**config.mk**
```make
export PLATFORM = sky130hd
export DESIGN_NAME = parallel_port_interface_adapter_core
export DESIGN_NICKNAME = d
export VERILOG_FILES = /design/src/rtl/core/ppia_pkg.sv /design/src/rtl/core/parallel_port_interface_adapter_core.sv /design/src/rtl/core/ppia_port.sv
export SDC_FILE = /design/constraint.sdc
export NUM_CORES = 1
export LEC_CHECK = 0
export ABC_AREA = 0
export BUFFER_PORTS_ARGS = -buffer_cell sky130_fd_sc_hd__buf_2
export CORE_ASPECT_RATIO = 0.75
export CORE_UTILIZATION = 45
export CTS_CLUSTER_DIAMETER = 120
export DETAILED_ROUTE_END_ITERATION = 6
export PLACE_DENSITY_LB_ADDON = 0.25
export SLEW_MARGIN = 20
export SYNTH_ARGS = -nofsm -noshare
export SYNTH_HDL_FRONTEND = slang
export SYNTH_SLANG_ARGS = --single-unit
```
**constraint.sdc**
```tcl
create_clock -name clock -period 2.34 [get_ports clock]
set_clock_uncertainty 0.2 [all_clocks]
set_input_delay 0 -clock clock [delete_from_list [all_inputs] [get_ports clock]]
set_output_delay 0 -clock clock [all_outputs]
set_load 0.005 [all_outputs]
```
**src/rtl/core/ppia_pkg.sv**
```systemverilog
// Shared types and constants for the parallel port interface adapter.
// Holds the word structs of both channels and the per-port command struct.
// No dependencies.
`default_nettype none

package ppia_pkg;

   // Operation carried by one request word
   typedef enum logic [1:0] {
      OP_WRITE = 2'd0,
      OP_READ  = 2'd1,
      OP_EVENT = 2'd2,
      OP_RESET = 2'd3
   } op_type;

   // Bus addresses
   localparam logic [1:0] ADDR_A_DATA = 2'd0;
   localparam logic [1:0] ADDR_A_CTL  = 2'd1;
   localparam logic [1:0] ADDR_B_DATA = 2'd2;
   localparam logic [1:0] ADDR_B_CTL  = 2'd3;

   // Control line codes
   localparam logic [1:0] LINE_CA1 = 2'd0;
   localparam logic [1:0] LINE_CA2 = 2'd1;
   localparam logic [1:0] LINE_CB1 = 2'd2;
   localparam logic [1:0] LINE_CB2 = 2'd3;

   // Control register fields
   localparam int         SEL_DATA_BIT = 2;
   localparam logic [7:0] FLAG_BIT7    = 8'h80;
   localparam logic [7:0] FLAG_BIT6    = 8'h40;
   localparam logic [7:0] CLR_FLAGS    = 8'h3f;

   typedef struct packed {
      op_type     op;
      logic [1:0] reg_addr;
      logic [7:0] write_data;
      logic [1:0] signal_line;
      logic [7:0] port_a_pins;
      logic [7:0] port_b_pins;
   } req_type;

   typedef struct packed {
      logic [7:0] read_data;
      logic [7:0] port_a_out;
      logic       port_a_strobe;
      logic [7:0] port_b_out;
      logic       port_b_strobe;
   } rsp_type;

   // Decoded command for one port
   typedef struct packed {
      logic wr_data;
      logic wr_ctl;
      logic rd_data;
      logic rd_ctl;
      logic set_flag7;
      logic set_flag6;
      logic clear_all;
   } port_cmd_type;

endpackage

`default_nettype wire

```
**src/rtl/core/parallel_port_interface_adapter_core.sv**
```systemverilog
// Top level of the two-port parallel interface adapter.
// Input word register, two ppia_port instances, result word register.
// Depends on ppia_pkg and ppia_port.
//
// Usage:
//   req_* carries one word per item: a register write, a register read, a
//   control line event or a soft reset, together with the current pin levels
//   of both ports. rsp_* returns exactly one word per request: the read byte
//   (zero unless a read), the driven value of each port (latch AND direction)
//   and a strobe per port that marks a newly presented output value.
//   Each word sits in the input register while the port logic works on it, and
//   its result is captured in the result register when the word advances.
//   Throughput is one word per cycle while rsp_ready is high; the result
//   register frees itself in the same cycle its word is taken, so there are
//   no bubbles.
//   Reset clears all port registers and both word registers' valid bits.
//   When rsp_ready is low the result word holds, the input word waits in its
//   register, and req_ready drops once both are occupied; nothing is lost.
`default_nettype none

module parallel_port_interface_adapter_core
   import ppia_pkg::*;
(
   input  wire logic    clock,
   input  wire logic    reset,
   input  wire logic    req_valid,
   output logic         req_ready,
   input  wire req_type req_data,
   output logic         rsp_valid,
   input  wire logic    rsp_ready,
   output rsp_type      rsp_data
);

   req_type      in_ff;
   logic         in_valid_ff, in_valid_in;
   rsp_type      out_ff, out_in;
   logic         out_valid_ff, out_valid_in;
   logic         advance;
   port_cmd_type cmd_a, cmd_b;
   logic         is_write, is_read, is_event, is_reset;
   logic [7:0]   rd_a, rd_b;
   logic [7:0]   drive_a, drive_b;
   logic         stb_a, stb_b;

   // Move a word forward when the result register is free or being taken
   assign advance   = in_valid_ff && (!out_valid_ff || rsp_ready);
   assign req_ready = !in_valid_ff || advance;

   // Decode the held request into port commands
   assign is_write = (in_ff.op == OP_WRITE);
   assign is_read  = (in_ff.op == OP_READ);
   assign is_event = (in_ff.op == OP_EVENT);
   assign is_reset = (in_ff.op == OP_RESET);

   always_comb begin
      cmd_a.wr_data   = is_write && (in_ff.reg_addr == ADDR_A_DATA);
      cmd_a.wr_ctl    = is_write && (in_ff.reg_addr == ADDR_A_CTL);
      cmd_a.rd_data   = is_read  && (in_ff.reg_addr == ADDR_A_DATA);
      cmd_a.rd_ctl    = is_read  && (in_ff.reg_addr == ADDR_A_CTL);
      cmd_a.set_flag7 = is_event && (in_ff.signal_line == LINE_CA1);
      cmd_a.set_flag6 = is_event && (in_ff.signal_line == LINE_CA2);
      cmd_a.clear_all = is_reset;
      cmd_b.wr_data   = is_write && (in_ff.reg_addr == ADDR_B_DATA);
      cmd_b.wr_ctl    = is_write && (in_ff.reg_addr == ADDR_B_CTL);
      cmd_b.rd_data   = is_read  && (in_ff.reg_addr == ADDR_B_DATA);
      cmd_b.rd_ctl    = is_read  && (in_ff.reg_addr == ADDR_B_CTL);
      cmd_b.set_flag7 = is_event && (in_ff.signal_line == LINE_CB1);
      cmd_b.set_flag6 = is_event && (in_ff.signal_line == LINE_CB2);
      cmd_b.clear_all = is_reset;
   end

   ppia_port u_port_a (
      .clock      (clock),
      .reset      (reset),
      .advance    (advance),
      .cmd        (cmd_a),
      .write_data (in_ff.write_data),
      .pins       (in_ff.port_a_pins),
      .read_data  (rd_a),
      .port_out   (drive_a),
      .strobe     (stb_a)
   );

   ppia_port u_port_b (
      .clock      (clock),
      .reset      (reset),
      .advance    (advance),
      .cmd        (cmd_b),
      .write_data (in_ff.write_data),
      .pins       (in_ff.port_b_pins),
      .read_data  (rd_b),
      .port_out   (drive_b),
      .strobe     (stb_b)
   );

   // Assemble the result word
   always_comb begin
      out_in.read_data     = rd_a | rd_b;
      out_in.port_a_out    = drive_a;
      out_in.port_a_strobe = stb_a;
      out_in.port_b_out    = drive_b;
      out_in.port_b_strobe = stb_b;
   end

   // Next valid bits of both word registers
   assign in_valid_in  = (req_valid && req_ready) || (in_valid_ff && !advance);
   assign out_valid_in = advance || (out_valid_ff && !rsp_ready);

   // Hold valid bits
   always_ff @(posedge clock) begin
      if (reset) begin
         in_valid_ff  <= 1'b0;
         out_valid_ff <= 1'b0;
      end else begin
         in_valid_ff  <= in_valid_in;
         out_valid_ff <= out_valid_in;
      end
   end

   // Capture word payloads
   always_ff @(posedge clock) begin
      if (req_valid && req_ready) begin
         in_ff <= req_data;
      end
      if (advance) begin
         out_ff <= out_in;
      end
   end

   assign rsp_valid = out_valid_ff;
   assign rsp_data  = out_ff;

   // A held input word is never dropped while the output is stalled
   a_in_hold: assert property (@(posedge clock) disable iff (reset)
      in_valid_ff && !advance |=> in_valid_ff && $stable(in_ff))
      else $error("input word lost while stalled");

   // A soft reset produces an all-zero result word
   a_reset_zero: assert property (@(posedge clock) disable iff (reset)
      advance && is_reset |=> rsp_valid && (rsp_data == '0))
      else $error("soft reset result not zero");

   // Only reads return a nonzero read byte
   a_read_zero: assert property (@(posedge clock) disable iff (reset)
      advance && !is_read |=> rsp_data.read_data == 8'h00)
      else $error("read byte set on non-read word");

   // The port accepts while the result register is empty
   a_ready_free: assert property (@(posedge clock) disable iff (reset)
      !out_valid_ff |-> req_ready)
      else $error("request stalled with free result register");

endmodule

`default_nettype wire

```
**src/rtl/core/ppia_port.sv**
```systemverilog
// One port of the adapter: output latch, direction and control registers.
// Applies a decoded command and returns read byte, driven value and strobe.
// Depends on ppia_pkg.
`default_nettype none

module ppia_port
   import ppia_pkg::*;
(
   input  wire logic         clock,
   input  wire logic         reset,
   input  wire logic         advance,
   input  wire port_cmd_type cmd,
   input  wire logic [7:0]   write_data,
   input  wire logic [7:0]   pins,
   output logic [7:0]        read_data,
   output logic [7:0]        port_out,
   output logic              strobe
);

   logic [7:0] latch_ff, latch_in;
   logic [7:0] dir_ff,   dir_in;
   logic [7:0] ctl_ff,   ctl_in;
   logic       sel_latch;

   assign sel_latch = ctl_ff[SEL_DATA_BIT];

   // Compute next register values and the word fields for this item
   always_comb begin
      latch_in  = latch_ff;
      dir_in    = dir_ff;
      ctl_in    = ctl_ff;
      read_data = 8'h00;
      strobe    = 1'b0;
      if (cmd.clear_all) begin
         latch_in = 8'h00;
         dir_in   = 8'h00;
         ctl_in   = 8'h00;
      end
      if (cmd.wr_data) begin
         if (sel_latch) begin
            latch_in = write_data;
            strobe   = (dir_ff != 8'h00);
         end else begin
            dir_in = write_data;
            strobe = (dir_ff != write_data) && (write_data != 8'h00);
         end
      end
      if (cmd.wr_ctl) begin
         ctl_in = write_data;
      end
      if (cmd.rd_data) begin
         if (sel_latch) begin
            read_data = (latch_ff & dir_ff) | (pins & ~dir_ff);
            ctl_in    = ctl_ff & CLR_FLAGS;
         end else begin
            read_data = dir_ff;
         end
      end
      if (cmd.rd_ctl) begin
         read_data = ctl_ff;
      end
      if (cmd.set_flag7) begin
         ctl_in = ctl_ff | FLAG_BIT7;
      end
      if (cmd.set_flag6) begin
         ctl_in = ctl_ff | FLAG_BIT6;
      end
   end

   assign port_out = latch_in & dir_in;

   // Hold port state, advance it when an item is processed
   always_ff @(posedge clock) begin
      if (reset) begin
         latch_ff <= 8'h00;
         dir_ff   <= 8'h00;
         ctl_ff   <= 8'h00;
      end else if (advance) begin
         latch_ff <= latch_in;
         dir_ff   <= dir_in;
         ctl_ff   <= ctl_in;
      end
   end

endmodule

`default_nettype wire
```
==> impl_metrics.sql <==
INSERT INTO impl_metrics (metric_group, metric, value, unit) VALUES
('clock_tree', 'cts_max_path_buffers', '2', ''),
('sta', 'worst_slew_pin_slew', '811', 'ps'),
('route', 'postRouteWirelength', '14500', 'um'),
('placement', 'port_buffer_count', '61', ''),
('grt', 'grt_start_max_net_pins', '39', ''),
('layout', 'nNetsFinal', '587', ''),
('logic_synthesis', 'avgSynthCellArea', '10.9', 'um2'),
('layout', 'nFillCells', '858', ''),
('clock_tree', 'clock_insertion_delay_worst_skew', '350', 'ps'),
('floorplanning', 'die-height', '92.7', 'um'),
('pwr', 'total_power', '3.90', 'mW'),
('worst_setup_path', 'timing.critical_path.to_type', 'flop', ''),
('worst_setup_path', 'crit_slowest_cell', 'sky130_fd_sc_hd__or4_4', ''),
('layout', 'synthToLayoutAreaGrowth', '24.6', '%'),
('worst_setup_path', 'critical_path_arrival', '2190', 'ps'),
('route', 'num_vias', '4276', ''),
('worst_setup_path', 'critical_path_buf_inv_count', '0', ''),
('route', 'antenna_violating_nets_post_route', '0', ''),
('logic_synthesis', 'synthDominantCellAreaShare', '0.341', ''),
('worst_setup_path', 'reg2reg_to', 'u_port_a.latch_ff[2]', ''),
('floorplanning', 'initial_utilization', '0.472', ''),
('route', 'via_per_inst', '6.16', ''),
('grt', 'grt_pass1_vias', '3964', ''),
('grt', 'gr-usage-all-layers', '0.274', ''),
('floorplanning', 'die_area', '0.0114', 'mm2'),
('pwr', 'power.static_leakage', '2.19', 'nW'),
('placement', 'place.gp.congestion', '0.993', ''),
('layout', 'final_area', '0.00615', 'mm2'),
('sta', 'fin_worst_hold_slack', '49.7', 'ps'),
('clock_tree', 'post-cts-setup-buffers', '0', ''),
('worst_setup_path', 'timing.critical_path.cells', 'or4_4 > nor2_8 > a211oi_4 > a22o_1', ''),
('logic_synthesis', 'yosys-top-cells-area', 'sky130_fd_sc_hd__edfxtp_1 (34%), sky130_fd_sc_hd__dfxtp_1 (20%), sky130_fd_sc_hd__a22o_1 (4.8%)', ''),
('sta', 'layout_worst_path_cycle_share', '0.917', ''),
('worst_setup_path', 'critPathTopFamily', 'simple AND/OR/NAND/NOR gates', ''),
('worst_setup_path', 'r2r_start', 'in_ff[26]', ''),
('pwr', 'power.ir.vdd_worst', '0.567', 'mV'),
('route', 'firstDrtPassIters', '5', ''),
('pwr', 'p_per_area', '634', 'mW/mm2'),
('worst_setup_path', 'r2r.worst_path.cells', '4', ''),
('worst_setup_path', 'startpoint_type', 'flop', ''),
('route', 'drt-wirelength-per-cell', '20.9', 'um'),
('worst_setup_path', 'worst-setup-path-type', 'flop to flop', ''),
('floorplanning', 'fp.dieW', '123', 'um'),
('clock_tree', 'h_tree_depth', '3', ''),
('logic_synthesis', 'synth_top_cell_by_area', 'sky130_fd_sc_hd__edfxtp_1', ''),
('clock_tree', 'clk_root_buffer_cell', 'sky130_fd_sc_hd__clkbuf_16', ''),
('status', 'outcome', 'completed', ''),
('logic_synthesis', 'yosys_register_bits', '106', ''),
('worst_hold_path', 'worst_hold_path_cell_count', '2', ''),
('sta', 'report.final.setup_viol', '0', ''),
('sta', 'setup-tns-final', '0', 'ps'),
('clock_tree', 'numCtsBuffers', '9', ''),
('clock_tree', 'clock_sinks', '106', ''),
('sta', 'relSlewSlack', '0.459', ''),
('worst_hold_path', 'hold_end', 'u_port_a.ctl_ff[2]', ''),
('logic_synthesis', 'synthesis.area', '0.00493', 'mm2'),
('clock_tree', 'path_clk_slew', '70', 'ps'),
('sta', 'setup_repair_after_global_routing_missed_its_margin', 'no', ''),
('logic_synthesis', 'synth-seq-area-share', '0.544', ''),
('floorplanning', 'row_cnt', '32', ''),
('grt', 'grt_pass1_wl', '22700', 'um'),
('worst_setup_path', 'slowest_delay', '710', 'ps'),
('sta', 'drv_slew', '0', ''),
('layout', 'n_antenna_cell', '0', ''),
('logic_synthesis', 'yosys_warnings', '0', ''),
('placement', 'hpwlAfterDp', '10000', 'um'),
('sta', 'total_count_of_hold_check_failures_in_the_final_report', '0', ''),
('route', 'detailedRoute.firstIterationViolations', '518', ''),
('route', 'post-route-drc-count', '0', ''),
('grt', 'gr-total-overflow', '0', ''),
('sta', 'clock.fmax', '0.466', 'GHz');
cell families after synthesis:
logic type,Yosys count,synth area share
AOI/OAI and AO/OA,123,0.184
xor gates and xnor gates,16,0.0284
buffers and inverters,60,0.0520
DFF,106,0.544
muxes,6,0.0160
and+or+nand+nor,140,0.175
where the power goes:
group	leakage [nW]	switching (mW)	internal, mW
Sequential	0.946	0.0362	2.01
Combinational	1.10	0.189	0.142
Clock	0.148	0.691	0.826
cell usage after synthesis, types with 4 or more instances:
cell,n
sky130_fd_sc_hd__a22o_1,27
sky130_fd_sc_hd__mux2_2,5
sky130_fd_sc_hd__buf_2,11
sky130_fd_sc_hd__and2_1,4
sky130_fd_sc_hd__dfxtp_1,50
sky130_fd_sc_hd__a221o_1,6
sky130_fd_sc_hd__nand3_1,41
sky130_fd_sc_hd__nor3_1,14
sky130_fd_sc_hd__o32ai_1,16
sky130_fd_sc_hd__nand2b_1,10
sky130_fd_sc_hd__nand2_1,15
sky130_fd_sc_hd__inv_1,22
sky130_fd_sc_hd__a211oi_1,4
sky130_fd_sc_hd__nor2_1,5
sky130_fd_sc_hd__a31oi_1,18
sky130_fd_sc_hd__edfxtp_1,56
sky130_fd_sc_hd__xor2_1,16
sky130_fd_sc_hd__clkbuf_1,20
sky130_fd_sc_hd__nor4_1,8
sky130_fd_sc_hd__a21oi_1,28
sky130_fd_sc_hd__nor2b_1,5
sky130_fd_sc_hd__o21ai_0,11
sky130_fd_sc_hd__nand4_1,16
cell type report:
class | instances | area (um2) | area share
clock inverter | 5 | 40.0 | 0.00651
timing repair buffer | 126 | 901 | 0.147
sequential | 106 | 2680 | 0.436
tap | 136 | 170 | 0.0277
multi-input combinational | 285 | 1990 | 0.324
clock buffer | 11 | 264 | 0.0430
inverter | 25 | 96.3 | 0.0157
layout by cell type, fill, tap and decap left out, types with 4 or more instances in the layout:
master                          instances
sky130_fd_sc_hd__and2_1                 4
sky130_fd_sc_hd__nand4_1               16
sky130_fd_sc_hd__o32ai_1               16
sky130_fd_sc_hd__nor4_1                 8
sky130_fd_sc_hd__nand2_1               15
sky130_fd_sc_hd__dfxtp_1               50
sky130_fd_sc_hd__clkbuf_16             10
sky130_fd_sc_hd__a211oi_1               4
sky130_fd_sc_hd__edfxtp_1              56
sky130_fd_sc_hd__a31oi_1               18
sky130_fd_sc_hd__xor2_1                16
sky130_fd_sc_hd__nand3_1               41
sky130_fd_sc_hd__dlygate4sd3_1         33
sky130_fd_sc_hd__a22o_1                27
sky130_fd_sc_hd__inv_1                 22
sky130_fd_sc_hd__o21ai_0               11
sky130_fd_sc_hd__buf_4                 30
sky130_fd_sc_hd__nor2_1                 5
sky130_fd_sc_hd__nor3_1                14
sky130_fd_sc_hd__a21oi_1               28
sky130_fd_sc_hd__a221o_1                6
sky130_fd_sc_hd__nand2b_1              10
sky130_fd_sc_hd__mux2_2                 5
sky130_fd_sc_hd__nor2b_1                5
sky130_fd_sc_hd__buf_2                 61
state kept, by name (all words and copies together), names as in the netlist, 8 cells and up:
signal and flops:
rsp_data 26, u_port_a.latch_ff 8, u_port_b.ctl_ff 8, u_port_b.latch_ff 8
u_port_b.dir_ff 8, in_ff 30, u_port_a.dir_ff 8, u_port_a.ctl_ff 8
per-layer routing:
metal / share of wire / vias to the layer above / wire length [um] / track usage
met5: 0 / - / 0 / 0
met4: 0.025 / 0 / 365 / 0.0976
met3: 0.10 / 31 / 1520 / 0.0665
met2: 0.43 / 262 / 6290 / 0.403
met1: 0.44 / 2034 / 6310 / 0.389
li1: - / 1949 / - / -
how the worst max path moves through the flow:
stage	from	end	slack, ps	depth (start not counted)
floorplan	in_ff[26]	u_port_a.latch_ff[6]	380	5
global placement	in_ff[26]	u_port_b.latch_ff[2]	250	6
detailed placement	in_ff[26]	u_port_a.latch_ff[2]	210	4
CTS	in_ff[26]	u_port_a.latch_ff[2]	200	4
global route	rsp_valid	u_port_b.ctl_ff[4]	80	5
finish	in_ff[26]	u_port_a.latch_ff[2]	190	4
worst register-to-register path: stages (launching register included):
cell                       delay, ps
sky130_fd_sc_hd__edfxtp_1        510
sky130_fd_sc_hd__or4_4           710
sky130_fd_sc_hd__nor2_8          210
sky130_fd_sc_hd__a211oi_4        120
sky130_fd_sc_hd__a22o_1          290
stage by stage:
| step | utilization | setup WS [ps] | cells |
|---|---|---|---|
| floorplan | - | 383 | 451 |
| global placement | 0.527 | 250 | 645 |
| detailed placement | 0.527 | 214 | 645 |
| CTS | 0.588 | 201 | 694 |
| global route | 0.588 | 84.4 | 694 |
| finish | 0.588 | 194 | 694 |
repair_timing:
item	CTS	global route
gates resized for setup	0	0
hold buffers	33	0
endpoints found under the hold margin	32	0
(Power assumes the default switching activity.)
